--- config.mk ---
export PLATFORM = sky130hd
export DESIGN_NAME = ppdac_opq
export DESIGN_NICKNAME = d
export VERILOG_FILES = /design/src/hdl/ppdac_pkg.sv /design/src/hdl/ppdac_opq.sv
export SDC_FILE = /design/constraint.sdc
export NUM_CORES = 1
export LEC_CHECK = 0
export ABC_AREA = 1
export BUFFER_PORTS_ARGS = -buffer_cell sky130_fd_sc_hd__buf_2
export CELL_PAD_IN_SITES_DETAIL_PLACEMENT = 0
export CELL_PAD_IN_SITES_GLOBAL_PLACEMENT = 1
export CORE_MARGIN = 8
export CORE_UTILIZATION = 30
export DETAILED_ROUTE_END_ITERATION = 6
export GPL_TIMING_DRIVEN = 0
export MAX_ROUTING_LAYER = met4
export PLACE_DENSITY_LB_ADDON = 0.15
export SYNTH_ARGS = -nofsm -noshare
export SYNTH_HDL_FRONTEND = slang
export SYNTH_SLANG_ARGS = --single-unit
--- constraint.sdc ---
create_clock -name clock -period 2.2 [get_ports clock]
set_clock_uncertainty 0.05 [all_clocks]
set_input_delay 0.22 -clock clock [delete_from_list [all_inputs] [get_ports clock]]
set_output_delay 0.22 -clock clock [all_outputs]
set_load 0.005 [all_outputs]
--- src/hdl/ppdac_pkg.sv ---
// Shared types and constants for the ping-pong audio DAC player.
// Holds the transfer payload structs, command codes and store geometry.
// No dependencies.
package ppdac_pkg;

   localparam int BANK_DEPTH  = 1024;
   localparam int POS_W       = $clog2(BANK_DEPTH);
   localparam int ADDR_W      = POS_W + 1;
   localparam int STORE_DEPTH = 2 ** ADDR_W;
   localparam int QUEUE_DEPTH = 4;
   localparam int QPTR_W      = $clog2(QUEUE_DEPTH);
   localparam int QCNT_W      = QPTR_W + 1;
   localparam int CSR_DATA_W  = 16;

   localparam logic [15:0] DEBOUNCE_RESET = 16'd200;
   localparam logic [3:0]  CONTROL_RESET  = 4'd3;

   typedef enum logic [1:0] {
      CMD_WRITE = 2'd0,
      CMD_TICK  = 2'd1,
      CMD_PLAY  = 2'd2,
      CMD_STOP  = 2'd3
   } cmd_type;

   typedef enum logic {
      CSR_DEBOUNCE = 1'b0,
      CSR_CONTROL  = 1'b1
   } csr_index_type;

   typedef struct packed {
      cmd_type     command;
      logic [7:0]  sample_byte;
      logic [31:0] now_ms;
   } req_type;

   typedef struct packed {
      logic        write_accepted;
      logic        dac_valid;
      logic [15:0] dac_frame;
      logic        is_playing;
      logic        is_stopped;
   } rsp_type;

   typedef struct packed {
      logic              mem_write;
      logic              mem_read;
      logic [ADDR_W-1:0] addr;
      logic [7:0]        sample;
      logic [3:0]        control;
      logic              write_accepted;
      logic              is_playing;
      logic              is_stopped;
   } op_type;

endpackage

--- src/hdl/ppdac_opq.sv ---
// Short operation queue between the front end and the back end.
// Depends on ppdac_pkg.
module ppdac_opq (
   input  logic              clock,
   input  logic              reset,
   input  logic              push,
   input  ppdac_pkg::op_type push_data,
   output logic              full,
   input  logic              pop,
   output logic              empty,
   output ppdac_pkg::op_type head
);
   import ppdac_pkg::*;

   op_type            entry_ff [QUEUE_DEPTH];
   logic [QPTR_W-1:0] wptr_ff, wptr_in, rptr_ff, rptr_in;
   logic [QCNT_W-1:0] count_ff, count_in;
   logic              do_push, do_pop;

   assign full    = count_ff == QCNT_W'(QUEUE_DEPTH);
   assign empty   = count_ff == '0;
   assign do_push = push && !full;
   assign do_pop  = pop && !empty;
   assign head    = entry_ff[rptr_ff];

   always_comb begin
      wptr_in  = do_push ? wptr_ff + QPTR_W'(1) : wptr_ff;
      rptr_in  = do_pop ? rptr_ff + QPTR_W'(1) : rptr_ff;
      count_in = count_ff + QCNT_W'(do_push) - QCNT_W'(do_pop);
   end

   always_ff @(posedge clock) begin
      if (reset) begin
         wptr_ff  <= '0;
         rptr_ff  <= '0;
         count_ff <= '0;
      end else begin
         wptr_ff  <= wptr_in;
         rptr_ff  <= rptr_in;
         count_ff <= count_in;
      end
   end

   always_ff @(posedge clock) begin
      if (do_push) begin
         entry_ff[wptr_ff] <= push_data;
      end
   end

endmodule

After elaboration in Yosys (flattened, before gate mapping)
Memories as Yosys holds them, arrays and structs flattened. A register that Yosys moved wholly into a read port is not among the register bits.
Index checks and enable logic that the tools add are counted.
- bits in registers: 7
- memory bits (writable): 112
- input port bits: 32
- output and inout port bits: 30
- memories: 1
- memory list (name ; words ; bits a word ; rd ports ; clocked after Yosys merged registers in ; write ports ; RTL line ; RTL):
    entry_ff ; 4 ; 28 ; 1 ; 1 ; 1 ; ppdac_opq.sv:15 ; op_type entry_ff [QUEUE_DEPTH];
- add/sub/neg operators: 4
- equality and inequality tests: 1
- multiplexer cells: 4
- reductions and logical operators: 5
- operators with widths (operator ; count):
    2-bit by 1-bit adder with 2-bit output (second input constant) ; 2
    2-bit 2-to-1 mux ; 2
    3-bit by 1-bit adder with 3-bit output ; 1
    3-bit == test (second input constant) ; 1
    3-bit logical NOT ; 1
    3-bit by 1-bit subtractor with 3-bit output ; 1
    1-bit logical AND ; 2
    1-bit logical NOT ; 2
    1-bit 2-to-1 mux ; 2

Depth between registers and ports, before layout
- depth in word-level cells: 5
- depth in mapped cells: 11

Least setup slack after synthesis
No wires, ideal clock.
- path kind: flip-flop to flip-flop
- start point: reg count_ff[1]
- end point: mem entry_ff[0][0] in the netlist's numbering (enable)
- library setup time: 0.413 ns
- data arrival time: 1.845 ns
- data required time: 1.737 ns
- slack: -0.108 ns
- cell stages (with the launch flop): 5
- buffers on the path: 0
- period minus slack after synthesis: 2.308 ns
- cell sequence: dfxtp_1 > nor2_1 > nand2_1 > nand2_1 > nor2_1
- word-level cells in the longest chain between the ends: 5
- RTL lines (item ; RTL line ; RTL):
    start, declared ; ppdac_opq.sv:17 ; logic [QCNT_W-1:0] count_ff, count_in;
    start signal, assigned ; ppdac_opq.sv:40 ; count_ff <= count_in;
    3-bit == test ; ppdac_opq.sv:20 ; assign full = count_ff == QCNT_W'(QUEUE_DEPTH);
    1-bit logical NOT ; ppdac_opq.sv:22 ; assign do_push = push && !full;
    1-bit logical AND ; ppdac_opq.sv:22 ;
    1-bit 2-to-1 mux ; ppdac_opq.sv:45 ; if (do_push) begin
    1-bit 2-to-1 mux (implied by the code) ; ppdac_opq.sv:46 ; entry_ff[wptr_ff] <= push_data;
    end, declared ; ppdac_opq.sv:15 ;
No other way between the ends.

==> summary.md <==
| Metric | Value |
|---|---|
| Share of power burned in combinational logic | `23.5%` |
| Pin slew with the least headroom to its limit | `0.546 ns` |
| Hpwl dp | `6900 µm` |
| Die outline area | `19700 µm²` |
| Number of slew-limit violations in the final report | `0` |
| Count of inserted antenna diode cells | `0` |
| Clock tree buffer depth | `2` |
| Synthesized cell area | `4640 µm²` |
| Yosys top cell area share | `72.5%` |
| Vias in the first global route | `3100` |
| Die height | `140 µm` |
| Highest Clock Rate | `484 MHz` |
| Crit Path Class | `reg2out` |
| Area growth, synth to finish | `32.6%` |
| Total via count after detailed routing | `2935` |
| Pre-antenna DRT Iters | `4` |
| Crit Path Max Fanout | `10` |
| Switching fraction of total power | `27.9%` |
| Internal power | `5.10 mW` |
| Leakage power total | `2.28 nW` |
| Total power density per cell area | `1150 nW/µm²` |
| Ratio of routed vias to standard cells | `4.49` |
| Routed wire length per instance | `16.7 µm` |
| Result of the run | `complete, no violations` |
| Iteration-0 DRC Markers | `161` |
| TritonCTS buffer count | `17` |
| Req. time, crit path | `1.93 ns` |
| Relative contribution of the clock network to total power | `35.6%` |
| Average size of a mapped cell | `13.6 µm²` |
| Latest clock arrival within the worst-skew pair | `0.41 ns` |
| Number of sinks handled by clock tree synthesis | `121` |
| Initial standard-cell utilization of the core | `30.6%` |
| Share of the yosys chip area belonging to registers | `76.4%` |
| Post-layout net count | `491` |
| Weighted congestion at the end of routability-driven global placement | `0.689` |
| Total congestion overflow after global routing | `0` |
| Yosys Warn Count | `0` |
| Total power | `7.07 mW` |
| Mapped Cells | `340` |
| Count of state elements after synthesis | `121` |
| Max-cap violations | `0` |
| Share of the core filled with cells in the final layout | `40.6%` |
| First-pass GRT wire length | `17000 µm` |
| Path class of the lowest-slack min-delay path | `in2reg` |
| Unrepaired setup endpoints after global routing | `no` |
| Count of input and output buffers | `61` |
| CTS tree | `built` |
| I/O pin total | `62` |
| CTS Root Cell | `sky130_fd_sc_hd__clkbuf_16` |
| Fraction of final layout cells sized beyond drive strength 1 | `23.9%` |
| Post-DRT Antenna Nets | `0` |
| Critical Path Start Type | `register` |
| Total of fill cells in the finished design | `1417` |
| Headroom to the max-slew limit | `63.5%` |
| Count of cell types in the netlist | `18` |
| Number of remaining DRC errors | `0` |
| Antenna violations before repair | `0` |
| Cell accounting for the most synthesized area | `sky130_fd_sc_hd__edfxtp_1` |
| Overall track demand over capacity in global routing | `11.9%` |
| Setup slack of the most critical reg-to-reg path | `0.21 ns` |
| Final Critical Period | `2.07 ns` |
| Count of endpoints failing setup in the final report | `0` |
| Top cells by area, synth | `sky130_fd_sc_hd__edfxtp_1 73%, sky130_fd_sc_hd__nor2_1 5.7%, sky130_fd_sc_hd__o21ai_0 4.4%` |
| Core ar. | `15100 µm²` |
| Fin crit share | `93.9%` |
| H-tree depth reported by CTS | `4` |
| P_sw | `1.97 mW` |
| Worst hold-check slack | `0.0137 ns` |
| Pin count of the biggest net entering global routing | `23` |
| CP endpoint kind | `output pin` |
| Total detailed-routing wirelength | `10900 µm` |
| Fraction of power consumed by sequential logic | `40.9%` |
| Endpoints failing hold | `0` |
| Worst IR drop on VDD | `592 µV` |
| Die Span X | `140 µm` |
| Arrival @ worst endpoint | `1.80 ns` |
| Clock slew at the register clock pins of the worst setup and hold paths | `0.05 ns` |
| Post-Syn Nets | `379` |
| Row count | `45` |
## cells by family after synthesis
kind of cell	Yosys count	share of synthesized area, %
flip-flops	121	76.4
AO/OA/AOI/OAI	89	10.4
adder cells (fa/ha/maj)	7	2.05
buffers and inverters	37	4.13
AND/OR/NAND/NOR	86	7.07
## cells in the mapped netlist
master                     number
sky130_fd_sc_hd__nand2_1       12
sky130_fd_sc_hd__ha_1           6
sky130_fd_sc_hd__buf_2          3
sky130_fd_sc_hd__fa_1           1
sky130_fd_sc_hd__buf_6          6
sky130_fd_sc_hd__a21oi_1        5
sky130_fd_sc_hd__inv_2          1
sky130_fd_sc_hd__buf_4          1
sky130_fd_sc_hd__edfxtp_1     112
sky130_fd_sc_hd__clkinv_1       1
sky130_fd_sc_hd__o21ai_0       41
sky130_fd_sc_hd__nor2_1        70
sky130_fd_sc_hd__nand3_1        4
sky130_fd_sc_hd__o22ai_1       28
sky130_fd_sc_hd__dfxtp_1        9
sky130_fd_sc_hd__clkbuf_1       7
sky130_fd_sc_hd__inv_1         18
sky130_fd_sc_hd__o21ai_1       15
## metal layers
layer	vias to the layer above	part of all wire [%]	global-route usage, %
met5	-	0	-
met4	0	0.97	3.71
met3	9	4.9	4.93
met2	60	48	18.8
met1	1398	46	13.6
li1	1468	-	-
## flip-flops by register name (all words and copies together) (netlist names), named ones only
signal	count
count_ff	3
entry_ff	112
rptr_ff	2
wptr_ff	2
## critical path, cell delays in order, from the launching register on
cell                      delay [ns]
sky130_fd_sc_hd__dfxtp_1        0.35
sky130_fd_sc_hd__buf_6          0.16
sky130_fd_sc_hd__inv_2          0.06
sky130_fd_sc_hd__buf_6          0.14
sky130_fd_sc_hd__buf_6          0.17
sky130_fd_sc_hd__nor2_1         0.05
sky130_fd_sc_hd__o22ai_1        0.28
sky130_fd_sc_hd__buf_2          0.18
## worst paths after layout
kind | to | start | depth (start not counted)
setup / recovery | head[0] | register | 7
hold / removal | entry_ff[3][16] | push_data[16] | 1
hold reg to reg | rptr_ff[0] | rptr_ff[0] | 2
setup reg to reg | count_ff[2] | count_ff[1] | 10
## layout make-up
class	count	area (µm²)	area share [%]
Tap cell	188	235	3.83
Clock buffer	30	504	8.20
Clock inverter	2	35.0	0.570
Multi-Input combinational cell	182	943	15.3
Timing Repair Buffer	93	688	11.2
Buffer	17	125	2.03
Inverter	20	75.1	1.22
Sequential cell	121	3540	57.6
## cell usage in the layout (no fill, tap or decap)
master | netlist | routed
sky130_fd_sc_hd__buf_2 | 3 | 64
sky130_fd_sc_hd__clkinv_2 | 0 | 1
sky130_fd_sc_hd__o22ai_1 | 28 | 28
sky130_fd_sc_hd__inv_2 | 1 | 1
sky130_fd_sc_hd__fa_1 | 1 | 1
sky130_fd_sc_hd__edfxtp_1 | 112 | 112
sky130_fd_sc_hd__nand2_1 | 12 | 10
sky130_fd_sc_hd__buf_6 | 6 | 6
sky130_fd_sc_hd__buf_16 | 0 | 3
sky130_fd_sc_hd__buf_12 | 0 | 1
sky130_fd_sc_hd__dfxtp_1 | 9 | 9
sky130_fd_sc_hd__dlygate4sd3_1 | 0 | 28
sky130_fd_sc_hd__clkbuf_2 | 0 | 7
sky130_fd_sc_hd__o21ai_0 | 41 | 41
sky130_fd_sc_hd__nand2_2 | 0 | 1
sky130_fd_sc_hd__ha_1 | 6 | 6
sky130_fd_sc_hd__nand3_1 | 4 | 4
sky130_fd_sc_hd__nor2_1 | 70 | 66
sky130_fd_sc_hd__a21oi_1 | 5 | 5
sky130_fd_sc_hd__bufinv_16 | 0 | 1
sky130_fd_sc_hd__nand2_4 | 0 | 1
sky130_fd_sc_hd__clkbuf_8 | 0 | 3
sky130_fd_sc_hd__nor2_4 | 0 | 4
sky130_fd_sc_hd__buf_4 | 1 | 1
sky130_fd_sc_hd__o21ai_1 | 15 | 15
sky130_fd_sc_hd__clkinv_1 | 1 | 1
sky130_fd_sc_hd__clkbuf_16 | 0 | 17
sky130_fd_sc_hd__clkbuf_1 | 7 | 10
sky130_fd_sc_hd__inv_1 | 18 | 18
## stage by stage
| stage | instance area [µm²] | instances | TNS [ns] | setup slack (ns) |
|---|---|---|---|---|
| after floorplan | 4640 | 340 | -12.11 | -0.108 |
| after global placement | 5180 | 589 | -142.83 | -1.32 |
| after detailed placement | 5310 | 593 | -0.00247 | -0.00247 |
| after CTS | 6140 | 653 | 0 | 0.0197 |
| after global routing | 6150 | 653 | 0 | 0.0170 |
| final | 6150 | 653 | 0 | 0.133 |
## power groups by stage
stage | registers, mW | clock network (mW) | logic, mW
detailed placement | 2.93 | 0 | 1.66
global placement | 2.95 | 0 | 1.55
floorplan | 2.92 | 0 | 0.890
global route | 2.91 | 2.68 | 1.88
CTS | 2.89 | 2.57 | 1.70
finish | 2.89 | 2.51 | 1.66
## what timing repair did
item	4_1_cts	5_1_grt
hold buffers	28	0
setup endpoints to repair	3	14
pin swaps	0	0
resized for setup	4	10
setup buffers	0	0
hold endpoints to repair	110	0
No activity file was read; power rests on OpenSTA's default activity.
