[src/hdl/ppdac_pkg.sv]
// Shared types and constants for the ping-pong audio DAC player.
// Holds the transfer payload structs, command codes and store geometry.
// No dependencies.
package ppdac_pkg;

   localparam int BANK_DEPTH  = 1024;
   localparam int POS_W       = $clog2(BANK_DEPTH);
   localparam int ADDR_W      = POS_W + 1;
   localparam int STORE_DEPTH = 2 ** ADDR_W;
   localparam int QUEUE_DEPTH = 4;
   localparam int QPTR_W      = $clog2(QUEUE_DEPTH);
   localparam int QCNT_W      = QPTR_W + 1;
   localparam int CSR_DATA_W  = 16;

   localparam logic [15:0] DEBOUNCE_RESET = 16'd200;
   localparam logic [3:0]  CONTROL_RESET  = 4'd3;

   typedef enum logic [1:0] {
      CMD_WRITE = 2'd0,
      CMD_TICK  = 2'd1,
      CMD_PLAY  = 2'd2,
      CMD_STOP  = 2'd3
   } cmd_type;

   typedef enum logic {
      CSR_DEBOUNCE = 1'b0,
      CSR_CONTROL  = 1'b1
   } csr_index_type;

   typedef struct packed {
      cmd_type     command;
      logic [7:0]  sample_byte;
      logic [31:0] now_ms;
   } req_type;

   typedef struct packed {
      logic        write_accepted;
      logic        dac_valid;
      logic [15:0] dac_frame;
      logic        is_playing;
      logic        is_stopped;
   } rsp_type;

   typedef struct packed {
      logic              mem_write;
      logic              mem_read;
      logic [ADDR_W-1:0] addr;
      logic [7:0]        sample;
      logic [3:0]        control;
      logic              write_accepted;
      logic              is_playing;
      logic              is_stopped;
   } op_type;

endpackage

[src/hdl/ppdac_front.sv]
// Front end: accepts transfers, keeps bank pointers, play and stop flags and
// the configuration registers, and issues store operations to the back end.
// Depends on ppdac_pkg.
module ppdac_front (
   input  logic               clock,
   input  logic               reset,
   input  logic               req_push,
   input  ppdac_pkg::req_type req_data,
   input  logic               csr_write_enable,
   input  logic               csr_index,
   input  logic [15:0]        csr_write_data,
   input  logic               op_full,
   output logic               op_push,
   output ppdac_pkg::op_type  op_data
);
   import ppdac_pkg::*;

   localparam logic [POS_W-1:0] POS_LAST = POS_W'(BANK_DEPTH - 1);

   logic [POS_W-1:0] wpos_ff, wpos_in, rpos_ff, rpos_in;
   logic             wbank_ff, wbank_in, rbank_ff, rbank_in;
   logic             ready_ff, ready_in, play_ff, play_in, stop_ff, stop_in;
   logic [31:0]      last_ff, last_in;
   logic [15:0]      debounce_ff, debounce_in;
   logic [3:0]       control_ff, control_in;
   logic             accept, blocked, counts;
   logic [31:0]      elapsed;

   assign accept  = req_push && !op_full;
   assign elapsed = req_data.now_ms - last_ff;
   assign counts  = elapsed > {16'd0, debounce_ff};
   assign blocked = ready_ff && (wbank_ff == rbank_ff) && (wpos_ff == '0);

   always_comb begin
      wpos_in  = wpos_ff;
      wbank_in = wbank_ff;
      rpos_in  = rpos_ff;
      rbank_in = rbank_ff;
      ready_in = ready_ff;
      play_in  = play_ff;
      stop_in  = stop_ff;
      last_in  = last_ff;
      op_data  = '0;
      if (accept) begin
         case (req_data.command)
            CMD_WRITE: begin
               if (!blocked) begin
                  op_data.mem_write      = 1'b1;
                  op_data.addr           = {wbank_ff, wpos_ff};
                  op_data.write_accepted = 1'b1;
                  if (wpos_ff == POS_LAST) begin
                     wpos_in  = '0;
                     wbank_in = ~wbank_ff;
                     ready_in = 1'b1;
                  end else begin
                     wpos_in = wpos_ff + POS_W'(1);
                  end
               end
            end
            CMD_TICK: begin
               if (ready_ff && play_ff && !stop_ff) begin
                  op_data.mem_read = 1'b1;
                  op_data.addr     = {rbank_ff, rpos_ff};
                  if (rpos_ff == POS_LAST) begin
                     rpos_in  = '0;
                     rbank_in = ~rbank_ff;
                  end else begin
                     rpos_in = rpos_ff + POS_W'(1);
                  end
               end
            end
            CMD_PLAY: begin
               last_in = req_data.now_ms;
               if (counts) begin
                  play_in = ~play_ff;
               end
            end
            CMD_STOP: begin
               last_in = req_data.now_ms;
               if (counts) begin
                  stop_in = 1'b1;
               end
            end
            default: begin
               last_in = last_ff;
            end
         endcase
      end
      op_data.sample     = req_data.sample_byte;
      op_data.control    = control_ff;
      op_data.is_playing = play_in;
      op_data.is_stopped = stop_in;
   end

   assign op_push = accept;

   always_comb begin
      debounce_in = debounce_ff;
      control_in  = control_ff;
      if (csr_write_enable) begin
         case (csr_index_type'(csr_index))
            CSR_DEBOUNCE: debounce_in = csr_write_data;
            CSR_CONTROL:  control_in  = csr_write_data[3:0];
            default:      debounce_in = debounce_ff;
         endcase
      end
   end

   always_ff @(posedge clock) begin
      if (reset) begin
         wpos_ff     <= '0;
         wbank_ff    <= 1'b0;
         rpos_ff     <= '0;
         rbank_ff    <= 1'b0;
         ready_ff    <= 1'b0;
         play_ff     <= 1'b1;
         stop_ff     <= 1'b0;
         last_ff     <= '0;
         debounce_ff <= DEBOUNCE_RESET;
         control_ff  <= CONTROL_RESET;
      end else begin
         wpos_ff     <= wpos_in;
         wbank_ff    <= wbank_in;
         rpos_ff     <= rpos_in;
         rbank_ff    <= rbank_in;
         ready_ff    <= ready_in;
         play_ff     <= play_in;
         stop_ff     <= stop_in;
         last_ff     <= last_in;
         debounce_ff <= debounce_in;
         control_ff  <= control_in;
      end
   end

endmodule

[config.mk]
export PLATFORM = sky130hd
export DESIGN_NAME = ppdac_front
export DESIGN_NICKNAME = d
export VERILOG_FILES = /design/src/hdl/ppdac_pkg.sv /design/src/hdl/ppdac_front.sv
export SDC_FILE = /design/constraint.sdc
export NUM_CORES = 1
export LEC_CHECK = 0
export BUFFER_PORTS_ARGS = -buffer_cell sky130_fd_sc_hd__clkbuf_2
export CAP_MARGIN = 20
export CORE_ASPECT_RATIO = 1.4
export CORE_MARGIN = 2
export CORE_UTILIZATION = 58
export CTS_CLUSTER_SIZE = 25
export DETAILED_ROUTE_END_ITERATION = 8
export GPL_ROUTABILITY_DRIVEN = 1
export MAX_ROUTING_LAYER = met4
export PLACE_DENSITY = 0.88
export SLEW_MARGIN = 20
export SYNTH_ARGS = -nofsm -noshare
export SYNTH_HDL_FRONTEND = slang
export SYNTH_SLANG_ARGS = --single-unit
[constraint.sdc]
create_clock -name clock -period 5 [get_ports clock]
set_clock_uncertainty 0.05 [all_clocks]
set_input_delay 0 -clock clock [delete_from_list [all_inputs] [get_ports clock]]
set_output_delay 0 -clock clock [all_outputs]
set_load 0.02 [all_outputs]
# --- After elaboration in Yosys (flattened, before gate mapping) ---
# Index checks and enable logic that the tools add are counted.
# W data, S select, Z words.
totals:
  wordCells: 58
  ff_bits: 77
classes:
  reduce_logical: 17
  bitwise_logic: 5
  n_addsub: 3
  magnitude_cmp: 1
  mux: 16
  eq_ne: 6
ops:
  columns: ["operator", "count"]
  rows:
  - ["$gt A32 B16 Y1", 1]
  - ["$sub A32 B32 Y32", 1]
  - ["$pmux W11 S2", 1]
  - ["$add A10 B1 Y10 const B", 2]
  - ["$eq A10 B10 Y1 const B", 2]
  - ["$mux W10", 2]
  - ["$mux W13", 1]
  - ["$mux W12", 1]
  - ["$mux W11", 1]
  - ["$logic_not A10 Y1", 1]
  - ["$mux W1", 10]
  - ["$reduce_and A4 Y1", 2]
  - ["$reduce_and A2 Y1", 3]
  - ["$reduce_and A3 Y1", 2]
  - ["$logic_and A1 B1 Y1", 5]
  - ["$not A1 Y1", 5]
  - ["$eq A2 B2 Y1 const B", 2]
  - ["$eq A2 B1 Y1 const B", 1]
  - ["$logic_not A1 Y1", 2]
  - ["$logic_not A2 Y1", 1]
  - ["$reduce_or A2 Y1", 1]
  - ["$eq A1 B1 Y1", 1]

# --- Logic depth before layout (Yosys ltp) ---
depth:
  ltp_word: 6
  ltp_mapped: 22
  mapped_depth_nobuf: 21

# --- Least setup slack after synthesis ---
# Ideal clock, no wire load.
synth_timing:
  path_kind: "register -> register"
  startpoint: "reg last_ff[0]"
  endpoint: "reg play_ff"
  required_ps: 4816
  stages_incl_launch_ff: 21
  n_path_buf: 0
  setup_slack_ps: 487
  period_less_slack_ps: 4513
  arrival_ps: 4328
  path_cell_list: "dfxtp_1 > ha_1 > fa_1 > nand2b_1 > a21oi_1 > o21ai_1 > nand2_1 > a31oi_1 > o21bai_1 > xor2_1 > ha_1 > a21oi_1 > nand2_1 > a21o_1 > a2111o_1 > a2111oi_0 > nand3_1 > a2111oi_0 > and4_1 > a21oi_1 > or4b_1"
synth_between:
  elab_chain_len: 5
synth_lines:
  columns: ["item", "line", "source"]
  rows:
  - ["start: declaration", "ppdac_front.sv:23", "logic [31:0] last_ff, last_in;"]
  - ["start signal: assignment", "ppdac_front.sv:129", "last_ff <= last_in;"]
  - ["$sub A32 B32 Y32", "ppdac_front.sv:30", "assign elapsed = req_data.now_ms - last_ff;"]
  - ["$gt A32 B16 Y1", "ppdac_front.sv:31", "assign counts = elapsed > {16'd0, debounce_ff};"]
  - ["$mux W1", "ppdac_front.sv:74", "if (counts) begin"]
  - ["$mux W1", "ppdac_front.sv:45", "case (req_data.command)"]
  - ["$mux W1", "ppdac_front.sv:44", "if (accept) begin"]
  - ["end signal: assignment", "ppdac_front.sv:127", "play_ff <= play_in;"]
  - ["end: declaration", "ppdac_front.sv:22", "logic ready_ff, ready_in, play_ff, play_in, stop_ff, stop_in;"]
# Every way passes these cells.
# A chain may end at the register's enable or synchronous reset.

==> flow_summary.json <==
{
  "status": "completed",
  "power.density_nw_per_um2": 253,
  "io_pins": 93,
  "hold_path_class": "in2reg",
  "wire_per_inst_um": 15.8,
  "startpoint_type": "register",
  "p_total_mw": 1.79,
  "initial_core_util_pct": 59.6,
  "synth.mux.area_fraction_pct": 0.380,
  "min_from": "req_data[40]",
  "grt_pass1_vias": 5418,
  "hold_viol": 0,
  "min_period_ns": 4.85,
  "hpwl_mm": 10.5,
  "htreeDepth": 3,
  "seqPwrFrac_pct": 35.9,
  "reg2reg_depth": 20,
  "synth_top_area_share_pct": 27.5,
  "synthesis.nets": 882,
  "synthSimpleGateAreaFrac_pct": 24.8,
  "synth_area_leaders": "dfxtp_1 (28%), ha_1 (11%), nand2_1 (9.1%)",
  "clk_pin_slew_ns": 0.07,
  "antenna_found_initial": 0,
  "gp_congestion": 0.974,
  "grt_max_degree": 40,
  "clock-sinks": 77,
  "r2r_slack_ns": 0.41,
  "cts_buffer_depth": 2,
  "die_area_sq_um": 10500,
  "async_flop_share_pct": 0,
  "postSynthCellCount": 767,
  "grt_remaining_overflow": 0,
  "met2_usage_pct": 51.3,
  "critPathMaxStageDelay_ns": 0.39,
  "yosysTopAreaCell": "dfxtp_1",
  "die_y_um": 120,
  "synth-edff-count": 0,
  "use_met1_pct": 32.6,
  "pwr-share-clk_pct": 37.8,
  "setup_viol": 0,
  "drt_pass1_iterations": 7,
  "ant_nets": 0,
  "ys_seq_area_share_pct": 27.5,
  "avgSynthCellArea_sq_um": 7.31,
  "timing.rr.start": "last_ff[0]$_SDFFE_PP0P_",
  "cp_max_fo": 3,
  "grt_usage_pct": 29.5,
  "p_int_mw": 1.22,
  "slew_headroom_pct": 44.2,
  "reg2reg_to": "play_ff$_SDFF_PP1_",
  "synth_top_family_by_area": "simple AND/OR/NAND/NOR gates",
  "worstSetupPathType": "reg2out",
  "slowest_stage": "fa_2",
  "wl_mm": 15.7,
  "critPathCaptureType": "output port",
  "place_area_sq_um": 5930,
  "synth_area_sq_um": 5600,
  "synthToLayoutAreaGrowth_pct": 26.0,
  "p_leak_nw": 2.81,
  "via_per_inst": 5.92,
  "design_area_sq_um": 7060,
  "core_sq_um": 9410,
  "cp_cell_sequence": "ha_4 > fa_2 > nand2b_4 > a21oi_4 > o21ai_2 > nand2_2 > a31oi_4 > o21bai_1 > xor2_1 > ha_1 > a21oi_2 > nand2_1 > a21o_1 > a2111o_1 > a2111oi_4 > nand3_2 > a2111oi_4 > and4_1 > a21oi_2 > or3b_4 > buf_6",
  "ys.flop_type": "dfxtp_1",
  "fmax_mhz": 206,
  "cap_violations": 0,
  "final.period_utilization_pct": 97.0,
  "antenna_cells": 0,
  "dr_total_vias": 5889,
  "worstHoldPathCells": 4,
  "p_sw_uw": 564,
  "comb_power_share_pct": 26.3,
  "root_buffer": "clkbuf_16",
  "clock_latency_ns": 0.35,
  "yosysWarnings": 0,
  "yosysUniqueCellTypes": 63,
  "use_met3_pct": 3.96,
  "worstMarginPinSlew_ns": 0.838,
  "rows": 42,
  "drtIter0Drc": 306,
  "drive_above_1_share_pct": 14.8,
  "p_sw_share_pct": 31.6,
  "synth_compound_area_share_pct": 21.5,
  "nNetsFinal": 996,
  "drc": 0,
  "synth-xor-area-share_pct": 6.56,
  "grt_busiest_layer": "met2",
  "nFillCells": 664,
  "cp.required_ns": 4.95,
  "cp.arrival_ns": 4.80,
  "tritoncts": "done",
  "ys_ff_latch": 77,
  "die_x_um": 87.1,
  "vdd_drop_max_v": 0.000185,
  "synthAdderAreaFrac_pct": 11.5,
  "cts_inserted_buffers": 9,
  "slew_violations": 0,
  "whs_endpoint": "stop_ff$_SDFF_PP0_",
  "grt_first_pass_wirelength_mm": 24.4,
  "port_buffers": 76
}
-- cells in the final DEF (no fill, tap or decap), types with 4 or more instances in the layout --
cell type,instances
o21ai_1,9
nand2_1,135
buf_4,11
nand4_1,15
nor3_1,12
dlygate4sd3_1,60
or3_1,7
and4_1,5
o21bai_1,4
xnor2_1,23
a21o_1,16
nor2_1,51
o21ai_0,16
a21oi_1,80
o21a_1,4
nand2b_1,10
clkbuf_16,9
nand3_1,20
o211ai_1,10
xor2_1,19
a21oi_2,8
inv_1,60
clkbuf_2,74
dfxtp_1,76
a22oi_1,9
a211oi_1,6
and3_1,9
and2_1,10
nor4_1,5
ha_1,46
-- through the flow --
stage / cells / hold slack (ns) / setup WS (ns) / TNS (ns) / utilization, %
global route: 995 / 0.122 / -0.0710 / -0.119 / 75.0
finish: 995 / 0.106 / 0.152 / 0 / 75.0
CTS: 992 / 0.0993 / 0.00536 / 0 / 73.6
floorplan: 767 / 0.0584 / 0.487 / 0 / -
global placement: 913 / -0.0499 / 0.273 / 0 / 63.1
detailed placement: 913 / -0.0499 / -0.0111 / -0.0111 / 63.1
-- sequential cells by signal (all words and copies together) (netlist names) --
signal       count
last_ff         32
debounce_ff     16
rpos_ff         10
wpos_ff         10
control_ff       4
play_ff          1
rbank_ff         1
ready_ff         1
stop_ff          1
wbank_ff         1
-- cells in the mapped netlist, types with 3 or more instances --
cell type,number
a2111oi_0,3
a211oi_1,6
a21boi_0,3
a21o_1,16
a21oi_1,88
a22oi_1,9
and2_1,10
and3_1,9
and4_1,5
buf_1,3
buf_4,11
clkbuf_1,27
dfxtp_1,77
ha_1,50
inv_1,60
nand2_1,136
nand2b_1,11
nand3_1,22
nand4_1,15
nor2_1,51
nor2b_1,4
nor3_1,13
nor4_1,5
o211ai_1,10
o21a_1,4
o21ai_0,18
o21ai_1,8
o21bai_1,4
or3_1,7
xnor2_1,23
xor2_1,19
-- final cells by class --
cell class | count | area [sq um] | area share [%]
flip-flops and latches | 77 | 1540 | 21.9
repair buffers | 146 | 1060 | 15.1
clock inverters | 6 | 71.3 | 1.01
clock buffers | 9 | 225 | 3.19
multi-input cells | 587 | 3790 | 53.7
well taps | 110 | 138 | 1.95
inverters | 60 | 225 | 3.19
-- power groups by stage --
stage | logic (mW) | clock network (mW) | registers (mW)
final | 0.470 | 0.676 | 0.641
after floorplan | 0.285 | 0 | 0.654
after CTS | 0.437 | 0.676 | 0.640
after detailed placement | 0.379 | 0 | 0.654
after global placement | 0.371 | 0 | 0.653
after global routing | 0.512 | 0.697 | 0.642
-- critical path: cells and delay by family, from the launching register on --
family | cells | cell delay (ns)
flops | 1 | 0.34
fa+ha+maj | 3 | 0.83
simple gates | 6 | 1.14
buf+inv | 1 | 0.14
compound gates | 10 | 1.81
xor+xnor | 1 | 0.17
-- per-layer routing --
metal	wire, um	vias to the layer above
li1	-	2882
met1	6210	2725
met2	8240	228
met3	673	54
met4	571	0
met5	0	-
-- kinds of logic (layout without fill, tap and decap cells) --
logic type | Yosys count | after routing
and+or+nand+nor | 299 | 299
AOI/OAI and AO/OA | 193 | 193
buffers and inverters | 103 | 221
DFF | 77 | 77
adders and majority gates | 51 | 51
xor gates and xnor gates | 42 | 42
muxes | 2 | 2
-- how the worst max path moves through the flow --
| stage | slack, ns | end | from | cells past startpoint |
|---|---|---|---|---|
| after CTS | 0.005 | op_data[1] | last_ff[3]$_SDFFE_PP0P_ | 21 |
| after floorplan | 0.49 | play_ff$_SDFF_PP1_ | last_ff[0]$_SDFFE_PP0P_ | 20 |
| after global placement | 0.27 | play_ff$_SDFF_PP1_ | last_ff[0]$_SDFFE_PP0P_ | 20 |
| after detailed placement | -0.01 | play_ff$_SDFF_PP1_ | last_ff[0]$_SDFFE_PP0P_ | 20 |
| final | 0.15 | op_data[1] | last_ff[0]$_SDFFE_PP0P_ | 21 |
| after global routing | -0.07 | op_data[1] | last_ff[4]$_SDFFE_PP0P_ | 21 |
-- what timing repair did --
| action | 4_1_cts | 5_1_grt |
|---|---|---|
| hold buffers | 60 | 0 |
| hold endpoints to repair | 60 | 0 |
| setup buffers | 4 | 3 |
| pin swaps | 8 | 16 |
| setup endpoints to repair | 3 | 3 |
| resized for setup | 14 | 25 |
(Power assumes the default switching activity.)
